==> config.mk <==
export PLATFORM = sky130hd
export DESIGN_NAME = ping_history_median_rtt_unit
export DESIGN_NICKNAME = d
export VERILOG_FILES = /design/src/sv/phm_pkg.sv /design/src/sv/phm_cell.sv /design/src/sv/phm_chain.sv /design/src/sv/ping_history_median_rtt_unit.sv
export SDC_FILE = /design/constraint.sdc
export NUM_CORES = 2
export LEC_CHECK = 0
export ABC_AREA = 0
export BUFFER_PORTS_ARGS = -buffer_cell sky130_fd_sc_hd__buf_2
export CORE_MARGIN = 1
export CORE_UTILIZATION = 58
export DETAILED_ROUTE_END_ITERATION = 7
export GPL_TIMING_DRIVEN = 0
export PLACE_DENSITY = 0.85
export SETUP_SLACK_MARGIN = 0.5
export SLEW_MARGIN = 0
export SYNTH_ARGS = -nofsm -noshare
export SYNTH_HDL_FRONTEND = slang
export SYNTH_HIERARCHICAL = 1
export SYNTH_SLANG_ARGS = --single-unit
==> constraint.sdc <==
create_clock -name clk -period 12.1 [get_ports clk]
set_clock_uncertainty 0.2 [all_clocks]
set_input_delay 1.21 -clock clk [delete_from_list [all_inputs] [get_ports clk]]
set_output_delay 1.21 -clock clk [all_outputs]
set_load 0.01 [all_outputs]
==> src/sv/phm_pkg.sv <==
// Shared types and constants for the ping history median RTT unit.
// Holds widths, opcodes, register indexes, sequencer states and the cell structs.
// No dependencies; every other file imports it.
package phm_pkg;

  // Window size and the widths that follow from it.
  localparam int HISTORY_DEPTH = 8;
  localparam int AGE_W         = $clog2(HISTORY_DEPTH);
  localparam int CNT_W         = $clog2(HISTORY_DEPTH + 1);

  // Field widths of the item payloads.
  localparam int OP_W        = 2;
  localparam int SEQ_W       = 16;
  localparam int RTT_W       = 32;
  localparam int COUNT_OUT_W = 4;
  localparam int LOST_W      = 18;
  localparam int LIMIT_W     = 7;
  localparam int IN_TDATA_W  = 56;
  localparam int OUT_TDATA_W = 56;

  // Configuration port.
  localparam int CFG_IDX_W  = 1;
  localparam int CFG_DATA_W = 32;
  localparam logic [CFG_IDX_W-1:0] REG_LOSS_LIMIT  = 1'b0;
  localparam logic [CFG_IDX_W-1:0] REG_NO_ESTIMATE = 1'b1;
  localparam logic [LIMIT_W-1:0]   LOSS_LIMIT_RESET  = 7'd3;
  localparam logic [RTT_W-1:0]     NO_ESTIMATE_RESET = 32'd10000000;

  // Opcodes of an input item; the unused code acts as a query.
  localparam logic [OP_W-1:0] OP_RECORD = 2'd0;
  localparam logic [OP_W-1:0] OP_QUERY  = 2'd1;
  localparam logic [OP_W-1:0] OP_CLEAR  = 2'd2;

  // Age of the entry that falls out of a full window.
  localparam logic [AGE_W-1:0] AGE_OLDEST = AGE_W'(HISTORY_DEPTH - 1);
  localparam logic [CNT_W-1:0] COUNT_FULL = CNT_W'(HISTORY_DEPTH);

  // One cell of the sorted row: round-trip time, sequence number, age.
  typedef struct packed {
    logic [RTT_W-1:0] rtt;
    logic [SEQ_W-1:0] seq;
    logic [AGE_W-1:0] age;
  } cell_t;

  // Command broadcast to every cell of the row.
  typedef struct packed {
    logic             evict;
    logic             insert;
    logic [RTT_W-1:0] rtt;
    logic [SEQ_W-1:0] seq;
  } chain_cmd_t;

  // Sequencer states.
  typedef enum logic [3:0] {
    ST_IDLE   = 4'b0001,
    ST_EVICT  = 4'b0010,
    ST_INSERT = 4'b0100,
    ST_RESULT = 4'b1000
  } phm_state_t;

endpackage

==> src/sv/phm_cell.sv <==
// One cell of the sorted RTT row: holds one sample and its age.
// Talks only to its left and right neighbors; depends on phm_pkg.
// Evict shifts entries toward the head, insert shifts them toward the tail.
module phm_cell (
  input  logic               clk,
  input  phm_pkg::chain_cmd_t cmd,
  input  logic               occupied,
  input  phm_pkg::cell_t      left,
  input  logic               left_greater,
  input  logic               left_del,
  input  phm_pkg::cell_t      right,
  output phm_pkg::cell_t      entry,
  output logic               greater,
  output logic               del_seen
);
  import phm_pkg::*;

  cell_t entry_next;
  logic  hit;

  // Neighbor flags: the eviction point seen so far, and whether this cell
  // sorts after the incoming sample.
  always_comb begin
    hit      = occupied && (entry.age == AGE_OLDEST);
    del_seen = left_del || hit;
    greater  = !occupied || (entry.rtt > cmd.rtt);
  end

  // Next content of the cell.
  always_comb begin
    entry_next = entry;
    if (cmd.evict) begin
      if (del_seen) begin
        entry_next = right;
      end
    end else if (cmd.insert) begin
      if (left_greater) begin
        entry_next     = left;
        entry_next.age = left.age + 1'b1;
      end else if (greater) begin
        entry_next.rtt = cmd.rtt;
        entry_next.seq = cmd.seq;
        entry_next.age = '0;
      end else begin
        entry_next.age = entry.age + 1'b1;
      end
    end
  end

  // Payload register, no reset needed.
  always_ff @(posedge clk) begin
    entry <= entry_next;
  end

endmodule

==> src/sv/phm_chain.sv <==
// Row of sorted cells and the selection of median, oldest and newest entry.
// Instantiates phm_cell HISTORY_DEPTH times; depends on phm_pkg.
// Cells below the fill count are held, in ascending RTT order.
module phm_chain (
  input  logic                        clk,
  input  phm_pkg::chain_cmd_t          cmd,
  input  logic [phm_pkg::CNT_W-1:0]   fill,
  output logic [phm_pkg::RTT_W-1:0]   mid_rtt,
  output logic [phm_pkg::SEQ_W-1:0]   oldest_seq,
  output logic [phm_pkg::SEQ_W-1:0]   newest_seq
);
  import phm_pkg::*;

  cell_t            entries  [HISTORY_DEPTH];
  logic             occ      [HISTORY_DEPTH];
  logic             gt_chain [HISTORY_DEPTH+1];
  logic             del_chain[HISTORY_DEPTH+1];
  logic [AGE_W-1:0] med_idx;
  logic [AGE_W-1:0] oldest_age;

  assign gt_chain[0]  = 1'b0;
  assign del_chain[0] = 1'b0;

  // The row of cells, each wired to its two neighbors.
  for (genvar i = 0; i < HISTORY_DEPTH; i++) begin : g_cell
    cell_t left_entry;
    cell_t right_entry;

    assign occ[i]      = (CNT_W'(i) < fill);
    assign left_entry  = (i == 0) ? entries[0] : entries[(i == 0) ? 0 : i - 1];
    assign right_entry = entries[(i == HISTORY_DEPTH - 1) ? i : i + 1];

    phm_cell u_cell (
      .clk          (clk),
      .cmd          (cmd),
      .occupied     (occ[i]),
      .left         (left_entry),
      .left_greater (gt_chain[i]),
      .left_del     (del_chain[i]),
      .right        (right_entry),
      .entry        (entries[i]),
      .greater      (gt_chain[i+1]),
      .del_seen     (del_chain[i+1])
    );
  end

  // Upper median sits at rank fill/2 of the sorted row.
  assign med_idx    = AGE_W'(fill >> 1);
  assign mid_rtt    = entries[med_idx].rtt;
  assign oldest_age = AGE_W'(fill - 1'b1);

  // Oldest and newest sample are found by their ages.
  always_comb begin
    oldest_seq = '0;
    newest_seq = '0;
    for (int i = 0; i < HISTORY_DEPTH; i++) begin
      if (occ[i] && (entries[i].age == oldest_age)) begin
        oldest_seq = oldest_seq | entries[i].seq;
      end
      if (occ[i] && (entries[i].age == '0)) begin
        newest_seq = newest_seq | entries[i].seq;
      end
    end
  end

endmodule

==> src/sv/ping_history_median_rtt_unit.sv <==
// Top level of the ping history median RTT unit: sequencer, counters,
// configuration registers and output register. Depends on phm_pkg, phm_chain.
//
//   channel  | direction | fields (lowest bit first)
//   s_t*     | in        | opcode, sample_seq, sample_rtt
//   m_t*     | out       | rtt_estimate, sample_count, lost_count, too_lossy,
//            |           | history_empty
//   cfg_*    | in        | loss_limit (index 0), no_estimate_value (index 1)
//
// A record item makes an eviction pass and an insertion pass through the cell
// row in the evict and insert states; its result is then registered in the
// result state. Query and clear go straight to the result state. The next
// item is accepted once the result is registered.
// Reset is synchronous and restores the empty history and register defaults.
// A stalled result holds the output register and delays the next item.
module ping_history_median_rtt_unit (
  input  logic                                clk,
  input  logic                                rst,
  input  logic                                s_tvalid,
  output logic                                s_tready,
  input  logic [phm_pkg::IN_TDATA_W-1:0]      s_tdata,   // opcode, sample_seq, sample_rtt
  output logic                                m_tvalid,
  input  logic                                m_tready,
  output logic [phm_pkg::OUT_TDATA_W-1:0]     m_tdata,   // rtt_estimate, sample_count,
                                                         // lost_count, too_lossy,
                                                         // history_empty
  input  logic                                cfg_we,
  input  logic [phm_pkg::CFG_IDX_W-1:0]       cfg_index,
  input  logic [phm_pkg::CFG_DATA_W-1:0]      cfg_data
);
  import phm_pkg::*;

  phm_state_t        state;
  phm_state_t        state_next;
  logic [CNT_W-1:0]  held_count;
  logic [CNT_W-1:0]  held_count_next;
  logic [LIMIT_W-1:0] loss_limit;
  logic [RTT_W-1:0]  no_estimate_value;
  logic [RTT_W-1:0]  item_rtt;
  logic [SEQ_W-1:0]  item_seq;
  logic              accept;
  logic [OP_W-1:0]   in_opcode;
  logic              out_load;
  chain_cmd_t        cmd;
  logic [RTT_W-1:0]  mid_rtt;
  logic [SEQ_W-1:0]  oldest_seq;
  logic [SEQ_W-1:0]  newest_seq;
  logic              empty;
  logic [LOST_W-1:0] lost;
  logic              lossy;
  logic [RTT_W-1:0]  estimate;

  assign s_tready  = (state == ST_IDLE);
  assign accept    = s_tvalid && s_tready;
  assign in_opcode = s_tdata[OP_W-1:0];
  assign out_load  = (state == ST_RESULT) && (!m_tvalid || m_tready);

  // Configuration registers.
  always_ff @(posedge clk) begin
    if (rst) begin
      loss_limit        <= LOSS_LIMIT_RESET;
      no_estimate_value <= NO_ESTIMATE_RESET;
    end else if (cfg_we) begin
      unique case (cfg_index)
        REG_LOSS_LIMIT:  loss_limit        <= cfg_data[LIMIT_W-1:0];
        REG_NO_ESTIMATE: no_estimate_value <= cfg_data[RTT_W-1:0];
        default:         loss_limit        <= loss_limit;
      endcase
    end
  end

  // Latch the sample of an accepted item.
  always_ff @(posedge clk) begin
    if (accept) begin
      item_seq <= s_tdata[OP_W+SEQ_W-1:OP_W];
      item_rtt <= s_tdata[OP_W+SEQ_W+RTT_W-1:OP_W+SEQ_W];
    end
  end

  // Sequencer and fill count.
  always_comb begin
    state_next      = state;
    held_count_next = held_count;
    unique case (state)
      ST_IDLE: begin
        if (accept) begin
          unique case (in_opcode)
            OP_RECORD: state_next = ST_EVICT;
            OP_CLEAR: begin
              state_next      = ST_RESULT;
              held_count_next = '0;
            end
            OP_QUERY: state_next = ST_RESULT;
            default:  state_next = ST_RESULT;
          endcase
        end
      end
      ST_EVICT: begin
        state_next = ST_INSERT;
        if (held_count == COUNT_FULL) begin
          held_count_next = held_count - 1'b1;
        end
      end
      ST_INSERT: begin
        state_next      = ST_RESULT;
        held_count_next = held_count + 1'b1;
      end
      ST_RESULT: begin
        if (out_load) begin
          state_next = ST_IDLE;
        end
      end
      default: state_next = ST_IDLE;
    endcase
  end

  always_ff @(posedge clk) begin
    if (rst) begin
      state      <= ST_IDLE;
      held_count <= '0;
    end else begin
      state      <= state_next;
      held_count <= held_count_next;
    end
  end

  // Command to the cell row.
  always_comb begin
    cmd.evict  = (state == ST_EVICT);
    cmd.insert = (state == ST_INSERT);
    cmd.rtt    = item_rtt;
    cmd.seq    = item_seq;
  end

  phm_chain u_chain (
    .clk        (clk),
    .cmd        (cmd),
    .fill       (held_count),
    .mid_rtt    (mid_rtt),
    .oldest_seq (oldest_seq),
    .newest_seq (newest_seq)
  );

  // Lost count, loss test and estimate.
  always_comb begin
    empty    = (held_count == '0);
    lost     = '0;
    lossy    = 1'b0;
    estimate = no_estimate_value;
    if (!empty) begin
      lost = LOST_W'(newest_seq) - LOST_W'(oldest_seq) - LOST_W'(held_count - 1'b1);
      lossy = ($signed(lost) > $signed(LOST_W'(loss_limit)));
      if (!lossy) begin
        estimate = mid_rtt;
      end
    end
  end

  // Output register.
  always_ff @(posedge clk) begin
    if (rst) begin
      m_tvalid <= 1'b0;
    end else if (out_load) begin
      m_tvalid <= 1'b1;
    end else if (m_tready) begin
      m_tvalid <= 1'b0;
    end
  end

  always_ff @(posedge clk) begin
    if (out_load) begin
      m_tdata <= {empty, lossy, lost, COUNT_OUT_W'(held_count), estimate};
    end
  end

`ifndef SYNTHESIS
  // The fill count never passes the window size.
  a_count_bound: assert property (@(posedge clk) disable iff (rst)
    held_count <= COUNT_FULL)
    else $error("held_count beyond window size");

  // A clear item empties the history at once.
  a_clear_empties: assert property (@(posedge clk) disable iff (rst)
    (accept && (in_opcode == OP_CLEAR)) |=> (held_count == '0))
    else $error("clear did not empty the history");

  // A record item starts with the eviction pass.
  a_record_evicts: assert property (@(posedge clk) disable iff (rst)
    (accept && (in_opcode == OP_RECORD)) |=> (state == ST_EVICT))
    else $error("record item skipped the eviction pass");

  // The empty flag agrees with the reported count, and empty means no loss.
  a_empty_consistent: assert property (@(posedge clk) disable iff (rst)
    m_tvalid |-> ((m_tdata[55] == (m_tdata[35:32] == '0)) &&
                  (!m_tdata[55] || ((m_tdata[53:36] == '0) && !m_tdata[54]))))
    else $error("empty flag inconsistent with count or loss");
`endif

endmodule

# [After elaboration in Yosys (flattened, before gate mapping)]
# Index checks and enable logic that the tools add are counted.
# Widths: inputs -> output; s select.
[classes] addsub=13 order_cmp=18 eq_ne=32 muxes=75 bitwise_logic=17 reduce_logical=90
[ops] operator="$mux 51" count=30
[ops] operator="$mux 48" count=8
[ops] operator="$gt 32x32->1" count=8
[ops] operator="$mux 16" count=16
[ops] operator="$or 16x16->16" count=14
[ops] operator="$bmux 51 s3" count=1
[ops] operator="$mux 32" count=2
[ops] operator="$logic_and 1x1->1" count=25
[ops] operator="$add 3x1->3 const B" count=8
[ops] operator="$eq 3x3->1" count=8
[ops] operator="$logic_not 3->1" count=8
[ops] operator="$mux 3" count=8
[ops] operator="$mux 4" count=6
[ops] operator="$reduce_and 3->1" count=8
[ops] operator="$reduce_and 2->1" count=11
[ops] operator="$eq 3x3->1 const B" count=7
[ops] operator="$reduce_bool 3->1" count=7
[ops] operator="$ne 2x1->1 const B" count=10
[ops] operator="$gt 18x8->1" count=1
[ops] operator="$sub 17x5->18" count=1
[ops] operator="$sub 16x16->17" count=1
[ops] operator="$lt 3x4->1 const A" count=4
[ops] operator="$pmux 4 s4" count=1
[ops] operator="$logic_or 1x1->1" count=15
[ops] operator="other kinds (21)" count=37
[word_totals] ff_bits=560 inputBits=94 out_inout_bits=58

# [Logic depth before layout (Yosys ltp)]
[depth] word_depth=23 ltp_mapped=32 ltp_nobuf=28

# [By module]
# The synthesis kept the hierarchy.
[by_module_without_submodules] mod="phm_cell" n_inst=8 cells_per_inst=362 area_per_inst_um2=3540.9 seq_area_each_um2=1531.5
[by_module_without_submodules] mod="ping_history_median_rtt_unit" n_inst=1 cells_per_inst=651 area_per_inst_um2=7499.7 seq_area_each_um2=4083.9
[by_module_without_submodules] mod="phm_chain" n_inst=1 cells_per_inst=447 area_per_inst_um2=3927.5 seq_area_each_um2=0.0

# [Least setup slack after synthesis]
# No wires, ideal clock.
[synth_path] kind="register to register" start="register held_count[0]" end="register m_tdata[10] (netlist bit), data pin" setup_time_ns=0.260 arrival_ns=6.464 t_required_ns=11.640 setup_slack_ns=5.176 stages_incl_launch_ff=32 path_buffers=4 synth_period_minus_slack_ns=6.924 path_cell_list="dfxtp_1 buf_2 inv_1 ha_1 buf_4 xor2_1 or3_1 a211oi_2 buf_2 nand2_1 nand4_1 ha_1 inv_1 fa_1 a21o_1 a21oi_1 nor2b_1 nor2_1 o21ai_0 a41oi_1 a21oi_1 a31o_2 xor2_1 ha_1 or3_1 a221o_1 a2bb2oi_1 a2111o_1 o21ai_0 o21ai_4 buf_6 mux2_4"
[synth_between] elab_chain_cells=23 elab_cells_between_ends=70 cone_classes="add/sub: 4; order compare: 9; eq/ne: 8; mux: 18; bitwise: 14; reduce/logical: 17"
[synth_rtl] item="from (decl)" line="ping_history_median_rtt_unit.sv:35" text="logic [CNT_W-1:0] held_count;"
[synth_rtl] item="from (signal assigned)" line="ping_history_median_rtt_unit.sv:123" text="held_count <= held_count_next;"
[synth_rtl] item="$sub 4x1->4" line="phm_chain.sv:50" text="assign oldest_age = AGE_W'(fill - 1'b1);"
[synth_rtl] item="$eq 3x3->1" line="phm_chain.sv:57" text="if (occ[i] && (entries[i].age == oldest_age)) begin"
[synth_rtl] item="$logic_and 1x1->1" line="phm_chain.sv:57"
[synth_rtl] item="$mux 16" line="phm_chain.sv:57"
[synth_rtl] item="$or 16x16->16" line="phm_chain.sv:58" text="oldest_seq = oldest_seq | entries[i].seq;"
[synth_rtl] item="$mux 16" line="phm_chain.sv:57"
[synth_rtl] item="$or 16x16->16" line="phm_chain.sv:58"
[synth_rtl] item="$mux 16" line="phm_chain.sv:57"
[synth_rtl] item="[... 9 more ...]"
[synth_rtl] item="$mux 16 (*)" line="phm_chain.sv:57"
[synth_rtl] item="net oldest_seq[0]" line="ping_history_median_rtt_unit.sv:46" text="logic [SEQ_W-1:0] oldest_seq;"
[synth_rtl] item="$sub 16x16->17 (*)" line="ping_history_median_rtt_unit.sv:151" text="lost = LOST_W'(newest_seq) - LOST_W'(oldest_seq) - LOST_W'(held_count - 1'b1);"
[synth_rtl] item="$sub 17x5->18 (*)" line="ping_history_median_rtt_unit.sv:151"
[synth_rtl] item="$gt 18x8->1 (*)" line="ping_history_median_rtt_unit.sv:152" text="lossy = ($signed(lost) > $signed(LOST_W'(loss_limit)));"
[synth_rtl] item="$mux 32 (*)" line="ping_history_median_rtt_unit.sv:153" text="if (!lossy) begin"
[synth_rtl] item="$mux 32 (*)" line="ping_history_median_rtt_unit.sv:150" text="if (!empty) begin"
[synth_rtl] item="net estimate[10]" line="ping_history_median_rtt_unit.sv:51" text="logic [RTT_W-1:0] estimate;"
[synth_rtl] item="to (signal assigned)" line="ping_history_median_rtt_unit.sv:172" text="m_tdata <= {empty, lossy, lost, COUNT_OUT_W'(held_count), estimate};"
[synth_rtl] item="to (decl)" line="ping_history_median_rtt_unit.sv:24" text="output logic [phm_pkg::OUT_TDATA_W-1:0] m_tdata,"
# The timed path passes the listed nets; every way through them passes the cells marked *.
# A chain may end at the register's enable or synchronous reset.

==> results.sh <==
export IMPL_run_status="finished, violations left"
export IMPL_failed_checks="DRC, capacitance limit, slew limit"
export IMPL_crit_arrival_ns=9.54
export IMPL_whs_ns=0.258
export IMPL_fin_crit_sh_pct=77.2
export IMPL_min_period_ns=9.34
export IMPL_p_leak_nw=19.2
export IMPL_p_total_mw=4.70
export IMPL_worst_pin_slew_ns=1.56
export IMPL_final_util_pct=65.4
export IMPL_place_area_mm2=0.0421
export IMPL_start_util_pct=58.9
export IMPL_routed_via_density=6.86
export IMPL_maxSlewViolCount=8
export IMPL_cts_tree="done"
export IMPL_final_nets=4648
export IMPL_setup_ws_ns=2.76
export IMPL_cts_resized=0
export IMPL_max_slew_margin_pct=-4.63
export IMPL_die_area_mm2=0.0696
export IMPL_path_clk_slew_ns=0.06
export IMPL_io_buffers=144
export IMPL_dpl_hpwl_mm=97.3
export IMPL_cts_htree_levels=3
export IMPL_wl_mm=137
export IMPL_num_vias=35300
export IMPL_crit_type="register to register"
export IMPL_grt_pass1_wl_mm=201
export IMPL_area_delta_synth_final_pct=11.0
export IMPL_layout_drive_gt1_share_pct=11.7
export IMPL_rsz0062_at_grt="false"
export IMPL_placeableCoreArea_mm2=0.0675
export IMPL_maxCapViolCount=2
export IMPL_cp_required_ns=12.30
export IMPL_first_global_vias=33500
export IMPL_die_h_um=264
export IMPL_drt_iter0_drc=5916
export IMPL_powerDensity_mw_per_mm2=106
export IMPL_first_pass_iters=8
export IMPL_cts_setup_buffers=0
export IMPL_layout_commonest_cell="nand2_1"
export IMPL_cts_buffers=67
export IMPL_drc=5
export IMPL_cp_max_fo=13
export IMPL_cts_num_sinks=560
export IMPL_dp_cells=5029
export IMPL_final_setup_tns_ns=0
export IMPL_io_pins=152
export IMPL_syn_inst=3992
export IMPL_gp_congestion=1.01
export IMPL_ir_drop_mv=0.110
export IMPL_ant_nets=0
export IMPL_cts_hold_buf=0
export IMPL_diodes=0
export IMPL_max_freq_mhz=107
export IMPL_setup_viol=0
export IMPL_layout_common_cells="nand2_1 (685), edfxtp_1 (512), o21ai_0 (449), mux2i_1 (388), inv_1 (329)"
export IMPL_start_kind="register"
export IMPL_antenna_found_initial=10
export IMPL_hp_class="register to register"
export IMPL_clk_latency_ns=0.65
export IMPL_num_rows=95
export IMPL_design_area_mm2=0.0441
export IMPL_layoutNonFillerInstCount=5147
export IMPL_netlist_area_mm2=0.0397
export IMPL_avgSynthCellArea_um2=9.96
export IMPL_die_w_um=264
export IMPL_ys_warnings_count=6
export IMPL_place_ws_ns=3.40
export IMPL_grtUsageTotal_pct=38.1
export IMPL_cts_max_path_buffers=3
export IMPL_wl_per_cell_um=26.5
export IMPL_cts_root_buf="clkbuf_16"
export IMPL_finalHoldViolCount=0
export IMPL_grt_overflow=0
export IMPL_grt_max_degree=50
export IMPL_end_kind="register"
-- power by group --
part	total, mW	switching [mW]	internal [mW]
clock	1.94	0.873	1.07
sequential	2.26	0.0976	2.17
combinational	0.489	0.294	0.196
total	4.70	1.26	3.43
-- per-layer routing --
| layer | track usage [%] | share of wire, % | up-vias |
|---|---|---|---|
| li1 | - | - | 15100 |
| met2 | 56.8 | 43 | 2877 |
| met5 | 0 | 0.047 | - |
| met3 | 13.1 | 16 | 659 |
| met4 | 20.0 | 6.1 | 10 |
| met1 | 48.9 | 35 | 16700 |
-- layout make-up --
class                   instances  area, um2
flip-flops and latches        560      16300
inverters                     330       1240
clock buffers                  85       1810
fillers                      5102      23400
repair buffers                163       1160
clock inverters                33        244
plain buffers                 201        898
multi-input cells            2902      21400
well taps                     873       1090
-- flip-flops by register name, summed over array words and instances (netlist names) --
register,count
item_seq,16
m_tvalid,1
no_estimate_value,32
held_count,4
state,4
u_chain/g_cell.u_cell/entry,408
loss_limit,7
m_tdata,56
item_rtt,32
-- critical path: stages (launching register included) --
cell      delay, ns
dfxtp_1        0.98
buf_2          0.48
or3_1          0.44
nor4b_2        1.07
clkbuf_1       0.59
a221oi_1       0.21
nand3_1        0.19
ha_1           0.26
nor2b_1        0.13
o21a_1         0.18
o21ai_0        0.74
a211oi_1       0.24
o311a_1        0.42
o21a_1         0.19
o21a_1         0.20
nor2_1         0.14
ha_1           0.24
clkbuf_1       0.19
and2_1         0.24
a22o_1         0.22
a311o_1        0.32
o311a_1        0.15
and4bb_4       0.24
o21ai_4        0.27
buf_6          0.24
mux2_4         0.32
-- final timing paths --
check,slack [ns],depth (start not counted),start,end
max,2.76,25,held_count[3],m_tdata[13]
min,0.26,2,no_estimate_value[0],no_estimate_value[0]
max reg2reg,2.76,25,held_count[3],m_tdata[13]
min reg2reg,0.26,2,no_estimate_value[0],no_estimate_value[0]
Note: power is estimated with default switching activity, not from simulation.
